[config.mk]
export PLATFORM = sky130hd
export DESIGN_NAME = whole_word_case_insensitive_match
export DESIGN_NICKNAME = d
export VERILOG_FILES = /design/src/wwcim_pkg.sv /design/src/wwcim_cell.sv /design/src/wwcim_cfg.sv /design/src/whole_word_case_insensitive_match.sv
export SDC_FILE = /design/constraint.sdc
export NUM_CORES = 1
export LEC_CHECK = 0
export ABC_AREA = 0
export BUFFER_PORTS_ARGS = -buffer_cell sky130_fd_sc_hd__clkbuf_2
export CAP_MARGIN = 20
export CORE_ASPECT_RATIO = 0.5
export CORE_MARGIN = 2
export CORE_UTILIZATION = 60
export CTS_BUF_LIST = sky130_fd_sc_hd__clkbuf_16
export DETAILED_ROUTE_END_ITERATION = 12
export PLACE_DENSITY = 0.78
export RECOVER_POWER = 25
export SLEW_MARGIN = 20
export SYNTH_ARGS = -nofsm -noshare
export SYNTH_HDL_FRONTEND = slang
export SYNTH_HIERARCHICAL = 1
export SYNTH_SLANG_ARGS = --single-unit
[constraint.sdc]
create_clock -name clk -period 16.8 [get_ports clk]
set_input_delay 3.36 -clock clk [delete_from_list [all_inputs] [get_ports clk]]
set_output_delay 3.36 -clock clk [all_outputs]
set_load 0.01 [all_outputs]
[src/wwcim_pkg.sv]
// Shared types, constants and byte helpers for the whole-word case-insensitive matcher.
// No dependencies; used by wwcim_cell, wwcim_cfg and whole_word_case_insensitive_match.
package wwcim_pkg;

	localparam int BYTE_W      = 8;
	localparam int WORD_REG_W  = 64;
	localparam int WORD_BYTES  = 16;
	localparam int LEN_W       = 5;
	localparam int CFG_IDX_W   = 2;

	// Configuration register indexes
	localparam logic [CFG_IDX_W-1:0] CFG_WORD_LOW  = 2'd0;
	localparam logic [CFG_IDX_W-1:0] CFG_WORD_HIGH = 2'd1;
	localparam logic [CFG_IDX_W-1:0] CFG_WORD_LEN  = 2'd2;

	localparam logic [BYTE_W-1:0] CH_UPPER_A = 8'h41;
	localparam logic [BYTE_W-1:0] CH_UPPER_Z = 8'h5A;
	localparam logic [BYTE_W-1:0] CH_LOWER_A = 8'h61;
	localparam logic [BYTE_W-1:0] CH_LOWER_Z = 8'h7A;
	localparam logic [BYTE_W-1:0] CH_DIGIT_0 = 8'h30;
	localparam logic [BYTE_W-1:0] CH_DIGIT_9 = 8'h39;
	localparam logic [BYTE_W-1:0] CASE_DELTA = 8'h20;

	// Per-cell compare status handed to the top level
	typedef struct packed {
		logic eq_cur;
		logic eq_shift;
	} cell_stat_t;

	// Fold A..Z to a..z, leave every other byte alone
	function automatic logic [BYTE_W-1:0] fold_byte(input logic [BYTE_W-1:0] c);
		logic [BYTE_W-1:0] r;
		r = c;
		if (c >= CH_UPPER_A && c <= CH_UPPER_Z) begin
			r = c + CASE_DELTA;
		end
		return r;
	endfunction

	// ASCII letter or digit
	function automatic logic is_alnum_byte(input logic [BYTE_W-1:0] c);
		return (c >= CH_DIGIT_0 && c <= CH_DIGIT_9) ||
			(c >= CH_LOWER_A && c <= CH_LOWER_Z) ||
			(c >= CH_UPPER_A && c <= CH_UPPER_Z);
	endfunction

endpackage

[src/wwcim_cell.sv]
// One history cell: holds one folded line byte and its letter/digit flag.
// Depends on wwcim_pkg.
module wwcim_cell (
	input  logic                            clk,
	input  logic                            shift_en,
	input  logic [wwcim_pkg::BYTE_W-1:0]    byte_in,
	input  logic                            alnum_in,
	input  logic [wwcim_pkg::BYTE_W-1:0]    target,
	output logic [wwcim_pkg::BYTE_W-1:0]    byte_out,
	output logic                            alnum_out,
	output wwcim_pkg::cell_stat_t           stat
);

	logic [wwcim_pkg::BYTE_W-1:0] byte_q;
	logic                         alnum_q;

	// Take the neighbor's byte on each shift
	always_ff @(posedge clk) begin
		if (shift_en) begin
			byte_q  <= byte_in;
			alnum_q <= alnum_in;
		end
	end

	// Compare the held byte and the byte about to arrive
	assign stat.eq_cur   = (byte_q == target);
	assign stat.eq_shift = (byte_in == target);
	assign byte_out      = byte_q;
	assign alnum_out     = alnum_q;

endmodule

[src/wwcim_cfg.sv]
// Configuration registers and per-cell target bytes, reversed by word length and folded.
// Depends on wwcim_pkg.
module wwcim_cfg #(
	parameter int MAX_WORD = 16
) (
	input  logic                                     clk,
	input  logic                                     arst_n,
	input  logic                                     wr_en,
	input  logic [wwcim_pkg::CFG_IDX_W-1:0]          wr_index,
	input  logic [wwcim_pkg::WORD_REG_W-1:0]         wr_data,
	output logic [wwcim_pkg::LEN_W-1:0]              len_used,
	output logic [MAX_WORD-1:0]                      use_mask,
	output logic [MAX_WORD-1:0][wwcim_pkg::BYTE_W-1:0] target
);

	logic [wwcim_pkg::WORD_REG_W-1:0] word_low_q;
	logic [wwcim_pkg::WORD_REG_W-1:0] word_high_q;
	logic [wwcim_pkg::LEN_W-1:0]      length_q;
	logic [wwcim_pkg::WORD_BYTES-1:0][wwcim_pkg::BYTE_W-1:0] word_arr;

	// Register writes
	always_ff @(posedge clk or negedge arst_n) begin
		if (!arst_n) begin
			word_low_q  <= '0;
			word_high_q <= '0;
			length_q    <= wwcim_pkg::LEN_W'(1);
		end else if (wr_en) begin
			unique case (wr_index)
				wwcim_pkg::CFG_WORD_LOW:  word_low_q  <= wr_data;
				wwcim_pkg::CFG_WORD_HIGH: word_high_q <= wr_data;
				wwcim_pkg::CFG_WORD_LEN:  length_q    <= wr_data[wwcim_pkg::LEN_W-1:0];
				default: ;
			endcase
		end
	end

	// Clamp length to 1..MAX_WORD
	always_comb begin
		priority if (length_q == '0) begin
			len_used = wwcim_pkg::LEN_W'(1);
		end else if (length_q > wwcim_pkg::LEN_W'(MAX_WORD)) begin
			len_used = wwcim_pkg::LEN_W'(MAX_WORD);
		end else begin
			len_used = length_q;
		end
	end

	assign word_arr = {word_high_q, word_low_q};

	// Cell i holds the byte that must equal word byte len-1-i
	for (genvar i = 0; i < MAX_WORD; i++) begin : g_tgt
		logic [wwcim_pkg::LEN_W-1:0] idx;
		assign idx         = len_used - wwcim_pkg::LEN_W'(i + 1);
		assign use_mask[i] = wwcim_pkg::LEN_W'(i) < len_used;
		assign target[i]   = wwcim_pkg::fold_byte(word_arr[idx[3:0]]);
	end

endmodule

[src/whole_word_case_insensitive_match.sv]
// Top level of the whole-word case-insensitive matcher: a chain of history cells.
// Depends on wwcim_pkg, wwcim_cfg and wwcim_cell.
//
// Usage: bytes of a line enter on the input channel (in_valid/in_stall,
// char_in, line_end), one word per cycle while in_stall is low. The line's last word (line_end=1)
// yields one result word on the output channel (out_valid/out_stall, found):
// 1 if the configured word occurs in the line as a whole word, case folded.
// A zero byte ends the line early; bytes after it up to line_end are dropped.
// Each nonzero byte shifts into a row of MAX_WORD+1 cells; each cell compares its
// byte with its word byte, so all end positions are checked every cycle.
// Throughput: one byte per cycle while in_stall is low; the cell compare is combinational.
// found is registered and appears in the cycle after the last byte is accepted.
// The result sits in an output register; non-last bytes are taken while it
// waits. in_stall rises only when a result is held and stalled and the
// offered byte is itself a line end.
// Reset clears the line state, out_valid and the word (length 1).
// Write the configuration port (wr_en, wr_index, wr_data) only when idle.
module whole_word_case_insensitive_match #(
	parameter int MAX_WORD = 16
) (
	input  logic                                 clk,
	input  logic                                 arst_n,
	input  logic                                 wr_en,
	input  logic [wwcim_pkg::CFG_IDX_W-1:0]      wr_index,
	input  logic [wwcim_pkg::WORD_REG_W-1:0]     wr_data,
	input  logic                                 in_valid,
	output logic                                 in_stall,
	input  logic [wwcim_pkg::BYTE_W-1:0]         char_in,
	input  logic                                 line_end,
	output logic                                 out_valid,
	input  logic                                 out_stall,
	output logic                                 found
);

	localparam int NCELL  = MAX_WORD + 1;
	localparam int CNT_W  = $clog2(MAX_WORD + 2);
	localparam int IDX_W  = $clog2(MAX_WORD + 1);
	localparam logic [CNT_W-1:0] CNT_MAX = CNT_W'(MAX_WORD + 1);

	logic [wwcim_pkg::LEN_W-1:0]                   len_used;
	logic [MAX_WORD-1:0]                           use_mask;
	logic [MAX_WORD-1:0][wwcim_pkg::BYTE_W-1:0]    target;
	logic [NCELL-1:0][wwcim_pkg::BYTE_W-1:0]       cell_byte;
	logic [NCELL-1:0]                              cell_alnum;
	wwcim_pkg::cell_stat_t                         cell_stat [NCELL];
	logic [NCELL-1:0]                              eq_cur;
	logic [NCELL-1:0]                              eq_shift;
	logic [NCELL-1:0]                              use_ext;

	logic [CNT_W-1:0] count_q;
	logic [CNT_W-1:0] count_nx;
	logic             hit_q;
	logic             halted_q;
	logic             out_valid_q;
	logic             found_q;

	logic                        accept;
	logic                        is_zero;
	logic [wwcim_pkg::BYTE_W-1:0] lc;
	logic                        lc_alnum;
	logic                        shift_en;
	logic                        match_cur;
	logic                        match_shift;
	logic                        hit_step;
	logic                        hit_final;
	logic [wwcim_pkg::LEN_W-1:0] cnt_ext;
	logic [wwcim_pkg::LEN_W-1:0] cnt_nx_ext;
	logic [IDX_W-1:0]            len_idx;
	logic [IDX_W-1:0]            len_m1_idx;

	wwcim_cfg #(
		.MAX_WORD (MAX_WORD)
	) u_cfg (
		.clk      (clk),
		.arst_n   (arst_n),
		.wr_en    (wr_en),
		.wr_index (wr_index),
		.wr_data  (wr_data),
		.len_used (len_used),
		.use_mask (use_mask),
		.target   (target)
	);

	// Input byte folding and handshake
	assign accept   = in_valid && !in_stall;
	assign in_stall = out_valid_q && out_stall && line_end;
	assign is_zero  = (char_in == '0);
	assign lc       = wwcim_pkg::fold_byte(char_in);
	assign lc_alnum = wwcim_pkg::is_alnum_byte(lc);
	assign shift_en = accept && !halted_q && !is_zero;

	// Row of history cells; cell 0 holds the newest byte
	for (genvar i = 0; i < NCELL; i++) begin : g_cell
		logic [wwcim_pkg::BYTE_W-1:0] b_in;
		logic                         a_in;
		logic [wwcim_pkg::BYTE_W-1:0] tgt;
		if (i == 0) begin : g_head
			assign b_in = lc;
			assign a_in = lc_alnum;
		end else begin : g_body
			assign b_in = cell_byte[i-1];
			assign a_in = cell_alnum[i-1];
		end
		if (i < MAX_WORD) begin : g_tg
			assign tgt = target[i];
		end else begin : g_tail
			assign tgt = '0;
		end
		wwcim_cell u_cell (
			.clk       (clk),
			.shift_en  (shift_en),
			.byte_in   (b_in),
			.alnum_in  (a_in),
			.target    (tgt),
			.byte_out  (cell_byte[i]),
			.alnum_out (cell_alnum[i]),
			.stat      (cell_stat[i])
		);
		assign eq_cur[i]   = cell_stat[i].eq_cur;
		assign eq_shift[i] = cell_stat[i].eq_shift;
	end

	// Window checks on the held row and on the row after this shift
	assign use_ext    = {1'b0, use_mask};
	assign count_nx   = (count_q == CNT_MAX) ? count_q : count_q + CNT_W'(1);
	assign cnt_ext    = wwcim_pkg::LEN_W'(count_q);
	assign cnt_nx_ext = wwcim_pkg::LEN_W'(count_nx);
	assign len_idx    = IDX_W'(len_used);
	assign len_m1_idx = IDX_W'(len_used - wwcim_pkg::LEN_W'(1));

	assign match_cur = (cnt_ext >= len_used) && (&(eq_cur | ~use_ext)) &&
		!((cnt_ext > len_used) && cell_alnum[len_idx]);
	assign match_shift = (cnt_nx_ext >= len_used) && (&(eq_shift | ~use_ext)) &&
		!((cnt_nx_ext > len_used) && cell_alnum[len_m1_idx]);

	// A byte that is neither letter nor digit, or a zero byte, closes the window held in the row
	assign hit_step  = !halted_q && match_cur && (is_zero || !lc_alnum);
	assign hit_final = hit_q || hit_step || (!halted_q && !is_zero && match_shift);

	// Line state: advance on each shifted byte, clear after the line end
	always_ff @(posedge clk or negedge arst_n) begin
		if (!arst_n) begin
			count_q  <= '0;
			hit_q    <= 1'b0;
			halted_q <= 1'b0;
		end else if (accept) begin
			if (line_end) begin
				count_q  <= '0;
				hit_q    <= 1'b0;
				halted_q <= 1'b0;
			end else begin
				hit_q    <= hit_q || hit_step;
				halted_q <= halted_q || is_zero;
				if (shift_en) begin
					count_q <= count_nx;
				end
			end
		end
	end

	// Output register: load on the line end, drop once taken
	always_ff @(posedge clk or negedge arst_n) begin
		if (!arst_n) begin
			out_valid_q <= 1'b0;
		end else if (accept && line_end) begin
			out_valid_q <= 1'b1;
		end else if (!out_stall) begin
			out_valid_q <= 1'b0;
		end
	end

	always_ff @(posedge clk) begin
		if (accept && line_end) begin
			found_q <= hit_final;
		end
	end

	assign out_valid = out_valid_q;
	assign found     = found_q;

	// A line end always leaves a result waiting
	a_end_gives_result: assert property (@(posedge clk) disable iff (!arst_n)
		accept && line_end |=> out_valid)
		else $error("line end did not produce a result");

	// A line end clears the line state
	a_end_clears: assert property (@(posedge clk) disable iff (!arst_n)
		accept && line_end |=> (count_q == '0) && !hit_q && !halted_q)
		else $error("line state not cleared after line end");

	// Bytes after a zero byte leave the row untouched
	a_halt_holds: assert property (@(posedge clk) disable iff (!arst_n)
		accept && halted_q && !line_end |=> $stable(count_q) && halted_q)
		else $error("row advanced after line halted");

	// Input is held back only behind a waiting result
	a_stall_cause: assert property (@(posedge clk) disable iff (!arst_n)
		in_stall |-> out_valid_q && out_stall)
		else $error("input stalled with no waiting result");

endmodule

Yosys cells after proc, flatten, opt, wreduce, memory -nomap -nowiden --
Cells that the tools add are included.
Storage, ports and cells: output and inout bits 3, word-level logic and storage cells 316, register bits 295
Cells by class: add/sub/neg operators 34, reduce and logical (&&, ||, !) cells 60, order comparisons 79, equal/unequal tests 36, bitwise gates (word level) 3, muxes and demuxes 62
Operators with widths (number):
- 8-bit binary-select mux with 4-bit select | 16
- 8-bit two-way mux | 33
- 8-bit == test | 32
- 8-bit by 7-bit >= comparator with 1-bit output, second input constant | 19
- 8-bit by 7-bit less-or-equal comparator with 1-bit output, second input constant | 19
- 8-bit by 6-bit adder with 8-bit output, second input constant | 17
- 4-bit by 5-bit < comparator with 1-bit output, second input constant | 16
- 4-bit by 5-bit < comparator with 1-bit output, first input constant | 8
- 1-bit logical AND | 36
- 17-bit OR | 2
- 17-bit AND reduction | 2
- 4-bit subtractor, second input constant | 8
- 5-bit two-way mux | 5
- 8-bit logical NOT | 3
- 3-bit by 5-bit < comparator with 1-bit output, first input constant | 4
- 16-bit inverter with 17-bit output | 1
- 4-bit by 3-bit subtractor with 4-bit output, second input constant | 4
- 5-bit by 6-bit < comparator with 1-bit output, second input constant | 2
- 1-bit binary-select mux with 5-bit select | 2
- 5-bit >= comparator | 2
- 5-bit greater-than comparator | 2
- 1-bit by 5-bit < comparator with 1-bit output, first input constant | 2
- 2-bit by 5-bit < comparator with 1-bit output, first input constant | 2
- 8-bit by 6-bit >= comparator with 1-bit output, second input constant | 1
- other kinds (17) | 36

Logic depth before layout (Yosys ltp) --
word-level depth 18, depth in mapped cells 26

By module --
The synthesis kept the hierarchy.
Modules (own cells, without submodules):
- wwcim_cfg | seq. area each 3329.4 um2, times used 1, area an instance 13923.4 um2, cells each 1367
- wwcim_cell | seq. area each 270.3 um2, times used 17, area an instance 442.9 um2, cells each 31
- whole_word_case_insensitive_match | seq. area each 230.2 um2, times used 1, area an instance 1457.6 um2, cells each 182

Least setup slack after synthesis --
No wires, ideal clock.
path kind input port to flip-flop, start input port line_end, end register count_q[2] (netlist: cnt_ext[2]), data arrival time 8732 ps, path slack 7979 ps, cell stages on the path 6, path buffers 1, setup time 89 ps, path through inv_1 -> nor2_1 -> nor2b_1 -> and2_1 -> clkbuf_1 -> a32o_1
Between the ends: longest elaborated chain between the ends 7, elaborated cells on any way between the ends 8, classes of those cells 1 x mux; 7 x reduce/logical
Ends and longest elaborated chain:
- start: declaration | line whole_word_case_insensitive_match.sv:29 | input logic line_end,
- 1-bit logical AND | line whole_word_case_insensitive_match.sv:86 | assign in_stall = out_valid_q && out_stall && line_end;
- via in_stall | line whole_word_case_insensitive_match.sv:27 | output logic in_stall,
- 1-bit logical NOT | line whole_word_case_insensitive_match.sv:85 | assign accept = in_valid && !in_stall;
- 1-bit logical AND | line whole_word_case_insensitive_match.sv:85
- 1-bit logical AND (2 in series) | line whole_word_case_insensitive_match.sv:90 | assign shift_en = accept && !halted_q && !is_zero;
- via shift_en | line whole_word_case_insensitive_match.sv:61 | logic shift_en;
- 2-bit nonzero test (no source line)
- 2-bit AND reduction (no source line)
- end signal: assignment | line whole_word_case_insensitive_match.sv:155 | count_q <= count_nx;
- end: declaration | line whole_word_case_insensitive_match.sv:50 | logic [CNT_W-1:0] count_q;
The timed path passes the listed nets, and every way through them passes these cells. A chain may end at the register's enable or synchronous reset.

Worst setup path after layout --
start input port line_end, end output port in_stall
Between the ends: longest elaborated chain between the ends 1
Ends and longest elaborated chain (line):
- 1-bit logical AND | whole_word_case_insensitive_match.sv:86
- end: declaration | whole_word_case_insensitive_match.sv:27
Every way passes these cells.

==> impl_metrics.env <==
export IMPL_status="complete, but fails checks"
export IMPL_violations="max-capacitance violations, max-slew violations"
export IMPL_required_ns=13.44
export IMPL_endpoint_kind="output pin"
export IMPL_grt_antenna_before_repair=3
export IMPL_dr_first_iter_drc_count=2762
export IMPL_first_global_vias=16580
export IMPL_use_met3=0.1709
export IMPL_fin_tns_setup_ns=0
export IMPL_worst_pin_slew_ns=3.930
export IMPL_crit_fanout=6
export IMPL_die_area_um2=39150
export IMPL_fin_cells=2584
export IMPL_final_core_util=0.6476
export IMPL_cts_sinks=287
export IMPL_synthesis_area_um2=22490
export IMPL_fin_area_um2=24070
export IMPL_gp_congestion=1.066
export IMPL_fmax_mhz=138.3
export IMPL_leakage_nw=9.250
export IMPL_grtUsageMet1=0.5398
export IMPL_setup_ws_ns=9.569
export IMPL_clkTransAtPathRegs_ns=0.07
export IMPL_use_met2=0.4687
export IMPL_p_int_mw=2.323
export IMPL_wl_um=71520
export IMPL_initial_core_util=0.6053
export IMPL_die_y_um=140.9
export IMPL_cts_setup_buffers=0
export IMPL_worstHoldPathType="reg2reg"
export IMPL_p_per_area_nw_per_um2=185.0
export IMPL_drt_vias_per_instance=6.955
export IMPL_rsz0062_at_grt="no"
export IMPL_whs_ns=0.4761
export IMPL_min_from="g_cell[11].u_cell/alnum_out$_DFFE_PP_"
export IMPL_drc_errors=0
export IMPL_clock_path_buffers=3
export IMPL_dp_cells=2533
export IMPL_io_buffers=82
export IMPL_setup_viol=0
export IMPL_drive_gt1_frac=0.2006
export IMPL_reg2reg_from="u_cfg/length_q[3]$_DFFE_PN0P_"
export IMPL_core_um2=37160
export IMPL_cts_tree="yes"
export IMPL_routedWlPerCell_um=27.68
export IMPL_power_switching_mw=2.131
export IMPL_grt_max_degree=81
export IMPL_ctsHoldBuffers=0
export IMPL_final_period_utilization=0.4304
export IMPL_drv_slew=66
export IMPL_postRouteAntennaNets=0
export IMPL_finalCriticalPeriod_ns=7.231
export IMPL_seqPwrFrac=0.219
export IMPL_busiest_layer="met1"
export IMPL_cts_resized=0
export IMPL_place_ws_ns=9.575
export IMPL_die_w_um=277.8
export IMPL_num_vias=17970
export IMPL_grt_pass1_wl_um=106800
export IMPL_power_frac_comb=0.631
export IMPL_grt_usage=0.3645
export IMPL_cts_buffers=27
export IMPL_h_tree_depth=1
export IMPL_pwr_share_clk=0.150
export IMPL_vdd_drop_max_uv=111.7
export IMPL_dp_hpwl_um=54460
export IMPL_syn_mean_instance_area_um2=11.00
export IMPL_worstSkewPairLatency_ns=0.58
export IMPL_yosys_warnings=6
export IMPL_grt_overflow_total=0
export IMPL_critPathLaunch="line_end"
export IMPL_finClkSkew_ns=0.01232
export IMPL_p_sw_frac=0.4785
export IMPL_drt_first_pass_iters=8
export IMPL_max_cap_violations=1
export IMPL_cp_start_kind="input pin"
export IMPL_io_pins=83
export IMPL_path_class="in2out"
export IMPL_nNetsFinal=2178
export IMPL_relSlewSlack=-1.620
export IMPL_rows=50
export IMPL_total_power_mw=4.453
export IMPL_syn_num_nets=2155
export IMPL_cts_root_buf="clkbuf_16"
export IMPL_crit_arrival_ns=3.87
export IMPL_synthesis_instances=2045
export IMPL_dpl_cell_area_um2=23130
export IMPL_areaGrowthSynthToFinish_pct=6.992
export IMPL_report_final_hold_viol_count=0
==> power by group through the flow <==
stage	Sequential, mW	Combinational (mW)	Clock, mW
finish	0.976	2.81	0.667
global route	0.987	2.95	0.699
CTS	0.969	2.69	0.673
global placement	0.979	2.61	0
floorplan	0.928	1.98	0
detailed placement	0.982	2.67	0
==> cell usage in the layout (no fill, tap or decap), drive strengths merged, types with 17 or more instances in the layout <==
cell      n
a211oi   24
a21oi    37
a22oi    18
a31oi    17
and3     35
buf      21
clkbuf  109
dfrtp   140
edfxtp  146
ha       30
inv      70
mux2    150
mux2i   320
mux4     79
nand2   160
nand3    26
nand4    64
nor2     69
nor3     49
o21ai    39
o22ai    20
or4      18
xnor2   268
==> per-layer routing <==
| metal | part of all wire | vias to the layer above | routed length [um] |
|---|---|---|---|
| li1 | - | 7731 | - |
| met1 | 0.42 | 8943 | 30160 |
| met2 | 0.38 | 1159 | 27220 |
| met5 | 0.00032 | - | 23 |
| met3 | 0.17 | 135 | 11910 |
| met4 | 0.031 | 4 | 2207 |
==> sequential cells by signal, summed over array words and instances (netlist names) <==
name,flops
g_cell.u_cell/alnum_out,17
u_cfg/word_high_q,64
out_valid,1
hit_q,1
g_cell.u_cell/byte_out,128
found,1
halted_q,1
u_cfg/word_low_q,64
u_cfg/length_q,5
cnt_ext,5
==> path summary, 6_finish.rpt <==
check | to | slack, ns | depth (start not counted)
min reg2reg | g_cell[12].u_cell/alnum_out$_DFFE_PP_ | 0.48 | 0
min | g_cell[12].u_cell/alnum_out$_DFFE_PP_ | 0.48 | 0
max reg2reg | found$_DFFE_PP_ | 9.58 | 19
max | in_stall | 9.57 | 4
min in group asynchronous | u_cfg/word_high_q[25]$_DFFE_PN0P_ | 4.15 | 1
max in group asynchronous | u_cfg/word_low_q[7]$_DFFE_PN0P_ | 10.13 | 2
==> final cells by class <==
type,instances,area (um2)
clock buffers,27,675.6
fillers,2929,13090
inverters,66,250.2
multi-input cells,1583,13780
well taps,494,618.1
diodes,1,2.502
clock inverters,23,264.0
flip-flops and latches,287,7914
repair buffers,103,560.5
==> critical path: stages <==
cell and delay, ns:
clkbuf_2 0.10, inv_1 0.10, nor2_1 0.15, clkbuf_2 0.15
Power figures use the tool's default switching activity.
